<file path="config.mk">
export PLATFORM = sky130hd
export DESIGN_NAME = lru_key_value_cache
export DESIGN_NICKNAME = d
export VERILOG_FILES = /design/src/lrukv_pkg.sv /design/src/lrukv_cfg.sv /design/src/lrukv_table.sv /design/src/lru_key_value_cache.sv
export SDC_FILE = /design/constraint.sdc
export NUM_CORES = 2
export LEC_CHECK = 0
export ABC_CLOCK_PERIOD_IN_PS = 16400
export BUFFER_PORTS_ARGS = -buffer_cell sky130_fd_sc_hd__buf_4
export CAP_MARGIN = 40
export CORE_MARGIN = 1.5
export CORE_UTILIZATION = 55
export CTS_CLUSTER_DIAMETER = 60
export DETAILED_ROUTE_END_ITERATION = 10
export PLACE_DENSITY = 0.72
export SYNTH_ARGS = -nofsm -noshare
export SYNTH_HDL_FRONTEND = slang
export SYNTH_HIERARCHICAL = 1
export SYNTH_SLANG_ARGS = --single-unit
</file>
<file path="constraint.sdc">
create_clock -name aclk -period 16.4 [get_ports aclk]
set_input_delay 0 -clock aclk [delete_from_list [all_inputs] [get_ports aclk]]
set_output_delay 0 -clock aclk [all_outputs]
set_load 0.02 [all_outputs]
</file>
<file path="src/lrukv_pkg.sv">
`timescale 1ns / 1ps
// ----------------------------------------------------------------------------
// LRU key-value cache package
// Request codes, register map and the control structs shared by the cache
// top level and its entry table.
// ----------------------------------------------------------------------------
package lrukv_pkg;

    // Request kinds carried in s_tuser
    localparam logic [1:0] REQ_GET    = 2'd0;
    localparam logic [1:0] REQ_PUT    = 2'd1;
    localparam logic [1:0] REQ_REMOVE = 2'd2;
    localparam logic [1:0] REQ_CLEAR  = 2'd3;

    // Fixed field widths
    localparam int OCC_BITS   = 5;
    localparam int CAP_BITS   = 5;
    localparam int PADDR_BITS = 3;

    // Register map: word index taken from paddr[PADDR_BITS-1:2]
    localparam logic REG_CAPACITY = 1'b0;

    localparam logic [CAP_BITS-1:0] CAP_RESET = 5'd16;

    // Command from the request register into the entry table
    typedef struct packed {
        logic       fire;
        logic [1:0] req_type;
    } lrukv_cmd_t;

    // Status flags of one result
    typedef struct packed {
        logic evicted;
        logic hit;
    } lrukv_flags_t;

endpackage

</file>
<file path="src/lrukv_cfg.sv">
`timescale 1ns / 1ps
// ----------------------------------------------------------------------------
// LRU cache configuration registers
// APB-style slave holding the capacity limit; zero wait states.
// ----------------------------------------------------------------------------
module lrukv_cfg
    import lrukv_pkg::*;
(
    input  logic                  aclk,
    input  logic                  aresetn,
    input  logic                  psel,
    input  logic                  penable,
    input  logic                  pwrite,
    input  logic [PADDR_BITS-1:0] paddr,
    input  logic [31:0]           pwdata,
    output logic [31:0]           prdata,
    output logic                  pready,
    output logic [CAP_BITS-1:0]   capacity_limit
);

    logic [CAP_BITS-1:0] cap_reg;
    logic                reg_index;
    logic                wr_en;

    assign reg_index = paddr[PADDR_BITS-1];
    assign pready    = 1'b1;
    assign wr_en     = psel && penable && pwrite && pready;

    // Capture the capacity limit on a completed write
    always_ff @(posedge aclk) begin
        if (!aresetn) begin
            cap_reg <= CAP_RESET;
        end else if (wr_en && (reg_index == REG_CAPACITY)) begin
            cap_reg <= pwdata[CAP_BITS-1:0];
        end
    end

    // Return the addressed register, zero elsewhere
    always_comb begin
        prdata = '0;
        if (reg_index == REG_CAPACITY) begin
            prdata = {{(32 - CAP_BITS){1'b0}}, cap_reg};
        end
    end

    assign capacity_limit = cap_reg;

endmodule

</file>
<file path="src/lrukv_table.sv">
`timescale 1ns / 1ps
// ----------------------------------------------------------------------------
// LRU cache entry table
// Holds keys, values, valid bits and recency ranks. One request is looked up
// and applied per fire: parallel key compare, rank update and slot allocation.
// ----------------------------------------------------------------------------
module lrukv_table
    import lrukv_pkg::*;
#(
    parameter int ENTRIES    = 16,
    parameter int KEY_BITS   = 32,
    parameter int VALUE_BITS = 32
)(
    input  logic                  aclk,
    input  logic                  aresetn,
    input  lrukv_cmd_t            cmd,
    input  logic [CAP_BITS-1:0]   capacity_limit,
    input  logic [KEY_BITS-1:0]   lookup_key,
    input  logic [VALUE_BITS-1:0] write_value,
    input  logic [VALUE_BITS-1:0] default_value,
    output lrukv_flags_t          flags,
    output logic [VALUE_BITS-1:0] read_value,
    output logic [KEY_BITS-1:0]   evicted_key,
    output logic [OCC_BITS-1:0]   occupancy
);

    localparam int RW   = $clog2(ENTRIES);
    localparam int CW   = $clog2(ENTRIES + 1);
    localparam int CMPW = (CW > CAP_BITS) ? CW : CAP_BITS;

    // Entry storage: one lane per slot
    logic [KEY_BITS-1:0]   key_reg   [ENTRIES];
    logic [VALUE_BITS-1:0] value_reg [ENTRIES];
    logic [RW-1:0]         rank_reg  [ENTRIES];
    logic [ENTRIES-1:0]    valid_reg;
    logic [CW-1:0]         count_reg;

    logic [KEY_BITS-1:0]   key_next   [ENTRIES];
    logic [VALUE_BITS-1:0] value_next [ENTRIES];
    logic [RW-1:0]         rank_next  [ENTRIES];
    logic [ENTRIES-1:0]    valid_next;
    logic [CW-1:0]         count_next;

    logic [ENTRIES-1:0]    match;
    logic [ENTRIES-1:0]    victim;
    logic [ENTRIES-1:0]    drop_mask;
    logic [ENTRIES-1:0]    avail;
    logic [ENTRIES-1:0]    free_oh;
    logic                  hit_any;
    logic [VALUE_BITS-1:0] hit_value;
    logic [RW-1:0]         hit_rank;
    logic [KEY_BITS-1:0]   victim_key;
    logic [CW-1:0]         count_m1;
    logic [RW-1:0]         last_rank;
    logic [CMPW-1:0]       cap_ext;
    logic [CMPW-1:0]       cap_eff;
    logic [CMPW-1:0]       count_ext;
    logic [CMPW-1:0]       occ_ext;
    logic                  evict;

    assign count_m1  = count_reg - CW'(1);
    assign last_rank = count_m1[RW-1:0];

    // Compare every lane against the key; the least recent holds the last rank
    always_comb begin
        match      = '0;
        victim     = '0;
        hit_value  = '0;
        hit_rank   = '0;
        victim_key = '0;
        for (int i = 0; i < ENTRIES; i++) begin
            match[i]  = valid_reg[i] && (key_reg[i] == lookup_key);
            victim[i] = valid_reg[i] && (rank_reg[i] == last_rank);
            if (match[i]) begin
                hit_value = hit_value | value_reg[i];
                hit_rank  = hit_rank | rank_reg[i];
            end
            if (victim[i]) begin
                victim_key = victim_key | key_reg[i];
            end
        end
    end

    assign hit_any = |match;

    // Clamp the capacity to 1 .. ENTRIES
    assign cap_ext   = CMPW'(capacity_limit);
    assign count_ext = CMPW'(count_reg);
    always_comb begin
        cap_eff = cap_ext;
        if (cap_ext == '0) begin
            cap_eff = CMPW'(1);
        end else if (cap_ext > CMPW'(ENTRIES)) begin
            cap_eff = CMPW'(ENTRIES);
        end
    end

    // Evict on a new key once occupancy reaches the capacity limit; take the lowest free slot
    assign evict     = (cmd.req_type == REQ_PUT) && !hit_any && (count_ext >= cap_eff);
    assign drop_mask = evict ? victim : '0;
    assign avail     = ~(valid_reg & ~drop_mask);
    assign free_oh   = avail & (~avail + ENTRIES'(1));

    // Next state of every lane
    always_comb begin
        valid_next = valid_reg;
        count_next = count_reg;
        for (int i = 0; i < ENTRIES; i++) begin
            key_next[i]   = key_reg[i];
            value_next[i] = value_reg[i];
            rank_next[i]  = rank_reg[i];
        end
        case (cmd.req_type) inside
            REQ_GET, REQ_PUT: begin
                if (hit_any) begin
                    // Move the hit entry to the front, age the ones ahead of it
                    for (int i = 0; i < ENTRIES; i++) begin
                        if (match[i]) begin
                            rank_next[i] = '0;
                            if (cmd.req_type == REQ_PUT) begin
                                value_next[i] = write_value;
                            end
                        end else if (valid_reg[i] && (rank_reg[i] < hit_rank)) begin
                            rank_next[i] = rank_reg[i] + RW'(1);
                        end
                    end
                end else if (cmd.req_type == REQ_PUT) begin
                    // Insert the new key at the front, age all others
                    for (int i = 0; i < ENTRIES; i++) begin
                        if (free_oh[i]) begin
                            key_next[i]   = lookup_key;
                            value_next[i] = write_value;
                            rank_next[i]  = '0;
                        end else if (valid_reg[i] && !drop_mask[i]) begin
                            rank_next[i] = rank_reg[i] + RW'(1);
                        end
                    end
                    valid_next = (valid_reg & ~drop_mask) | free_oh;
                    if (!evict) begin
                        count_next = count_reg + CW'(1);
                    end
                end
            end
            REQ_REMOVE: begin
                if (hit_any) begin
                    // Drop the entry, advance the ones behind it
                    for (int i = 0; i < ENTRIES; i++) begin
                        if (valid_reg[i] && !match[i] && (rank_reg[i] > hit_rank)) begin
                            rank_next[i] = rank_reg[i] - RW'(1);
                        end
                    end
                    valid_next = valid_reg & ~match;
                    count_next = count_m1;
                end
            end
            REQ_CLEAR: begin
                valid_next = '0;
                count_next = '0;
            end
        endcase
    end

    // Control state
    always_ff @(posedge aclk) begin
        if (!aresetn) begin
            valid_reg <= '0;
            count_reg <= '0;
        end else if (cmd.fire) begin
            valid_reg <= valid_next;
            count_reg <= count_next;
        end
    end

    // Entry payload
    always_ff @(posedge aclk) begin
        if (cmd.fire) begin
            for (int i = 0; i < ENTRIES; i++) begin
                key_reg[i]   <= key_next[i];
                value_reg[i] <= value_next[i];
                rank_reg[i]  <= rank_next[i];
            end
        end
    end

    // Result of this request
    assign occ_ext       = CMPW'(count_next);
    assign occupancy     = occ_ext[OCC_BITS-1:0];
    assign flags.hit     = hit_any && (cmd.req_type != REQ_CLEAR);
    assign flags.evicted = evict;
    assign read_value    = ((cmd.req_type == REQ_GET) && hit_any) ? hit_value : default_value;
    assign evicted_key   = evict ? victim_key : '0;

endmodule

</file>
<file path="src/lru_key_value_cache.sv">
`timescale 1ns / 1ps
// ----------------------------------------------------------------------------
// LRU key-value cache
// Fully associative key-value store with least-recently-used replacement.
//
// Requests enter on the s_ stream: s_tuser carries the request kind (get,
// put, remove, clear) and s_tdata the key, the value to write and the default
// value. Every request yields exactly one result on the m_ stream: m_tuser
// carries the hit and evicted flags, m_tdata the read value, evicted key and
// occupancy. Capacity is set through the APB port (register 0, byte address
// 0) and is to be changed by the user only while the cache is idle; the
// block itself does not enforce this. A transaction is held in a request
// register and, once the result register can take it, resolved against all
// entries in parallel; the result lands in an output register. One request
// is accepted every cycle while the receiver keeps up, as the compare and
// rank update are combinational. When the receiver stalls, the result holds
// in the output register, one more request waits in the request register,
// and s_tready then drops. Reset empties the table, clears both stream
// stages and sets the capacity to 16.
// ----------------------------------------------------------------------------
module lru_key_value_cache
    import lrukv_pkg::*;
#(
    parameter int ENTRIES    = 16,
    parameter int KEY_BITS   = 32,
    parameter int VALUE_BITS = 32,
    localparam int S_DATA_BITS = ((KEY_BITS + 2 * VALUE_BITS + 7) / 8) * 8,
    localparam int M_DATA_BITS = ((VALUE_BITS + KEY_BITS + OCC_BITS + 7) / 8) * 8
)(
    input  logic                   aclk,
    input  logic                   aresetn,
    input  logic                   psel,
    input  logic                   penable,
    input  logic                   pwrite,
    input  logic [PADDR_BITS-1:0]  paddr,
    input  logic [31:0]            pwdata,
    output logic [31:0]            prdata,
    output logic                   pready,
    input  logic                   s_tvalid,
    output logic                   s_tready,
    // lookup_key, write_value, default_value
    input  logic [S_DATA_BITS-1:0] s_tdata,
    // req_type
    input  logic [1:0]             s_tuser,
    output logic                   m_tvalid,
    input  logic                   m_tready,
    // read_value, evicted_key, occupancy
    output logic [M_DATA_BITS-1:0] m_tdata,
    // hit, evicted
    output logic [1:0]             m_tuser
);

    logic [CAP_BITS-1:0]   capacity_limit;

    // Request register
    logic                  in_valid_reg;
    logic [1:0]            in_type_reg;
    logic [KEY_BITS-1:0]   in_key_reg;
    logic [VALUE_BITS-1:0] in_wval_reg;
    logic [VALUE_BITS-1:0] in_dval_reg;

    // Result register
    logic                  out_valid_reg;
    lrukv_flags_t          out_flags_reg;
    logic [VALUE_BITS-1:0] out_rval_reg;
    logic [KEY_BITS-1:0]   out_evkey_reg;
    logic [OCC_BITS-1:0]   out_occ_reg;

    lrukv_cmd_t            cmd;
    lrukv_flags_t          res_flags;
    logic [VALUE_BITS-1:0] res_rval;
    logic [KEY_BITS-1:0]   res_evkey;
    logic [OCC_BITS-1:0]   res_occ;
    logic                  advance;
    logic                  s_fire;

    lrukv_cfg u_cfg (
        .aclk           (aclk),
        .aresetn        (aresetn),
        .psel           (psel),
        .penable        (penable),
        .pwrite         (pwrite),
        .paddr          (paddr),
        .pwdata         (pwdata),
        .prdata         (prdata),
        .pready         (pready),
        .capacity_limit (capacity_limit)
    );

    // Move the held request into the result register when it is free
    assign advance  = in_valid_reg && (!out_valid_reg || m_tready);
    assign s_tready = !in_valid_reg || advance;
    assign s_fire   = s_tvalid && s_tready;

    // Capture an incoming transaction
    always_ff @(posedge aclk) begin
        if (!aresetn) begin
            in_valid_reg <= 1'b0;
        end else if (s_fire) begin
            in_valid_reg <= 1'b1;
        end else if (advance) begin
            in_valid_reg <= 1'b0;
        end
    end

    always_ff @(posedge aclk) begin
        if (s_fire) begin
            in_type_reg <= s_tuser;
            in_key_reg  <= s_tdata[KEY_BITS-1:0];
            in_wval_reg <= s_tdata[KEY_BITS +: VALUE_BITS];
            in_dval_reg <= s_tdata[KEY_BITS + VALUE_BITS +: VALUE_BITS];
        end
    end

    assign cmd.fire     = advance;
    assign cmd.req_type = in_type_reg;

    lrukv_table #(
        .ENTRIES    (ENTRIES),
        .KEY_BITS   (KEY_BITS),
        .VALUE_BITS (VALUE_BITS)
    ) u_table (
        .aclk           (aclk),
        .aresetn        (aresetn),
        .cmd            (cmd),
        .capacity_limit (capacity_limit),
        .lookup_key     (in_key_reg),
        .write_value    (in_wval_reg),
        .default_value  (in_dval_reg),
        .flags          (res_flags),
        .read_value     (res_rval),
        .evicted_key    (res_evkey),
        .occupancy      (res_occ)
    );

    // Hold the result until the receiver takes it
    always_ff @(posedge aclk) begin
        if (!aresetn) begin
            out_valid_reg <= 1'b0;
        end else if (advance) begin
            out_valid_reg <= 1'b1;
        end else if (m_tready) begin
            out_valid_reg <= 1'b0;
        end
    end

    always_ff @(posedge aclk) begin
        if (advance) begin
            out_flags_reg <= res_flags;
            out_rval_reg  <= res_rval;
            out_evkey_reg <= res_evkey;
            out_occ_reg   <= res_occ;
        end
    end

    // Padding above the packed fields of m_tdata is zero
    assign m_tvalid = out_valid_reg;
    assign m_tuser  = {out_flags_reg.evicted, out_flags_reg.hit};
    assign m_tdata  = M_DATA_BITS'({out_occ_reg, out_evkey_reg, out_rval_reg});

endmodule

</file>
==> flow_summary.toml <==
[synth]
synthCells = 4171
synth_top_family_by_area = "compound AO/OA/AOI/OAI gates"
yosysTopAreaCell = "edfxtp_1"
synth.distinct_cells = 86
yosysSeqAreaShare_pct = 65.3
synth_area_um2 = 58600
yosys_warnings = 6
async_reset_ff_share_pct = 0
ys_ff_latch = 1285
synthMuxAreaShare_pct = 0.179
synth-simple-area-share_pct = 7.45
synthAdderAreaFrac_pct = 2.20
synth_compound_area_share_pct = 12.0
synth.top_cells.by_area = "edfxtp_1 64%, xnor2_1 5.7%, a22oi_1 4.7%, xor2_1 3.2%, ha_1 2.2%"
syn_avg_cell_area_um2 = 14.1
synth-xor-area-share_pct = 9.51
synthFlopType = "edfxtp_1"
yosys.area.top_type_share_pct = 64.4
synth_edf_count = 1257

[clock_network]
post_cts_resize_count = 0
clock_latency_ps = 770
cts_tree = "built"
cts_htree_levels = 4
clkSinkCount = 1285
path_clk_slew_ps = 60
clk_path_buf_depth = 3
cts_root_buffer = "clkbuf_16"
cts_made_buffers = 137

[routing]
routed-wl-met2_um = 79300
top_layer_used = "met5"
drt_iter0_markers = 6150
via_count = 40500
drc = 18
first_pass_iters = 10
antenna_violating_nets_post_route = 0
drt_wl_total_um = 178000
vias_per_cell = 6.69
met1_length_um = 67700
wl_per_cell_um = 29.4
wl_met3_um = 24900

[setup_path]
critPathKind = "reg2reg"
endpoint_kind = "register"
slowest_stage = "nor4_1"
crit_top_cell = "buf_4"
crit_arrival_ps = 6460
cp_cell_sequence = "buf_4 -> xor2_1 -> nor4_1 -> nand2_1 -> nor4_4 -> buf_4 -> nor4_1 -> and4_2 -> buf_4 -> nand2b_1 -> and3_1 -> nand2_1 -> a221oi_1"
slowest_delay_ps = 870
cp.required_ps = 16770
worst_setup_path_start_kind = "register"
cp_max_fo = 46
crit_buf_inv = 3
cp_top_family = "simple AND/OR/NAND/NOR gates"

[finish]
fin_util_pct = 64.6
n_antenna_cell = 0
layoutNonFillerInstCount = 6052
drive_gt1_share_pct = 13.3
syn2layout_area_growth_pct = 16.2
fin_nets = 4802

[global_routing]
grt_pass1_wl_um = 256000
grt_overflow_total = 0
grt_pass1_vias = 38800
grt_max_degree = 60
antenna_found_initial = 4
grt_usage_pct = 32.4

[die]
io_pins = 249
start_util_pct = 55.5
die_width_um = 329
rows = 119
core_um2 = 106000
die-area_um2 = 109000
die_h_um = 329

[sta]
hold_slack_ps = 255
hold_viol_final = 0
finClkSkew_ps = 33.3
tightest_slew_ps = 1010
max_clock_freq_ghz = 0.164
setup_tns_ps = 0
timing.final.max_slew_violations = 0
relSlewSlack_pct = 32.2
post-route-period-util_pct = 37.1
rsz0062_at_grt = "no"
setup_ws_ps = 10310
period_minus_slack_ps = 6090
finalSetupViolCount = 0

[power]
p_seq_share_pct = 52.3
pwr_density_cell_nw_per_um2 = 103
p_comb_share_pct = 4.9
sw_frac_of_total_pct = 21.9
leakagePower_nw = 22.6
p_sw_mw = 1.54
ir_worst_vdd_v = 0.0000927
internal-power_mw = 5.48
clkPwrFrac_pct = 42.8

[run_status]
outcome = "finished with violations"
violations = "design-rule violations"

[placement]
portBuffers = 188
place_worst_setup_slack_ps = 10540
hpwl_um = 101000
placed_cells = 5593
place_congestion = 0.952

[flow_run]
cap_violations = 0

[hold_path]
min_path_type = "in2reg"
[layout by cell type, fill, tap and decap left out, types with 92 or more instances in the layout]
cell type,instances
ha_1,103
buf_4,306
a221oi_1,92
a21oi_1,114
clkbuf_16,137
dlygate4sd3_1,216
a22oi_1,367
xnor2_1,381
nor2_1,132
xor2_1,211
nand2_1,153
edfxtp_1,1257
nand4_1,170
[timing repair]
action                                  4_1_cts  5_1_grt
endpoints found under the setup margin        0        0
hold endpoints to repair                    133        0
setup buffers                                 0        0
hold buffers                                216        0
[kinds of logic after synthesis]
kind of cell	after synthesis
AOI/OAI and AO/OA	963
DFF	1285
muxes	10
other	3
and+or+nand+nor	813
xor gates and xnor gates	610
adders and majority gates	103
buffers and inverters	384
[power by group through the flow]
stage / Sequential [mW] / Clock (mW) / Combinational [mW]
3_5_place_dp: 3.73 / 0 / 0.294
3_3_place_gp: 3.73 / 0 / 0.286
5_1_grt: 3.67 / 3.16 / 0.365
4_1_cts: 3.67 / 3.02 / 0.335
6_report: 3.67 / 3.00 / 0.346
2_1_floorplan: 3.74 / 0 / 0.184
[area by class of cell]
| class | instances | area, um^2 |
|---|---|---|
| repair buffers | 540 | 4700 |
| fillers | 7401 | 37400 |
| well taps | 1391 | 1740 |
| inverters | 65 | 244 |
| clock inverters | 83 | 802 |
| flip-flops and latches | 1285 | 38300 |
| clock buffers | 158 | 3510 |
| multi-input cells | 2530 | 18800 |
[cell usage after synthesis, drive strengths merged (7+ instances only)]
master / n
a211o: 10
a21boi: 12
a21o: 7
a21oi: 115
a221oi: 92
a22o: 91
a22oi: 367
a31o: 16
a31oi: 52
a41oi: 9
and2: 8
and3: 46
and4: 9
buf: 156
clkbuf: 163
dfxtp: 28
edfxtp: 1257
ha: 103
inv: 65
nand2: 155
nand2b: 25
nand3: 67
nand4: 170
nor2: 152
nor2b: 31
nor3: 23
nor3b: 7
nor4: 92
o211ai: 12
o21ai: 88
o22ai: 19
o31ai: 20
or4: 8
xnor2: 382
xnor3: 16
xor2: 212
[through the flow]
stage / power [mW] / area [um^2]
3_5_place_dp: 4.03 / 61700
4_1_cts: 7.02 / 68100
6_report: 7.02 / 68100
3_3_place_gp: 4.02 / 61400
2_1_floorplan: 3.93 / 58700
5_1_grt: 7.19 / 68100
[path summary, 6_finish.rpt]
| check | startpoint | to | slack [ps] | cells after the start |
|---|---|---|---|---|
| max | in_key_reg[28] | u_table/rank_reg[1][16] | 10310 | 13 |
| min | aresetn | u_table/valid_reg[1] | 260 | 4 |
| max reg2reg | in_key_reg[28] | u_table/rank_reg[1][16] | 10310 | 13 |
| min reg2reg | u_table/valid_reg[15] | u_table/valid_reg[15] | 560 | 2 |
[metal layers]
metal / vias up / global-route usage [%]
li1: 17000 / -
met1: 20000 / 45.7
met2: 3032 / 48.3
met3: 432 / 8.95
met4: 4 / 11.4
met5: - / 0
[worst register-to-register path: stages (launching register included)]
cell	delay, ps
edfxtp_1	370
buf_4	260
xor2_1	240
nor4_1	870
nand2_1	310
nor4_4	330
buf_4	700
nor4_1	170
and4_2	250
buf_4	300
nand2b_1	370
and3_1	780
nand2_1	130
a221oi_1	650
Power figures use the tool's default switching activity.
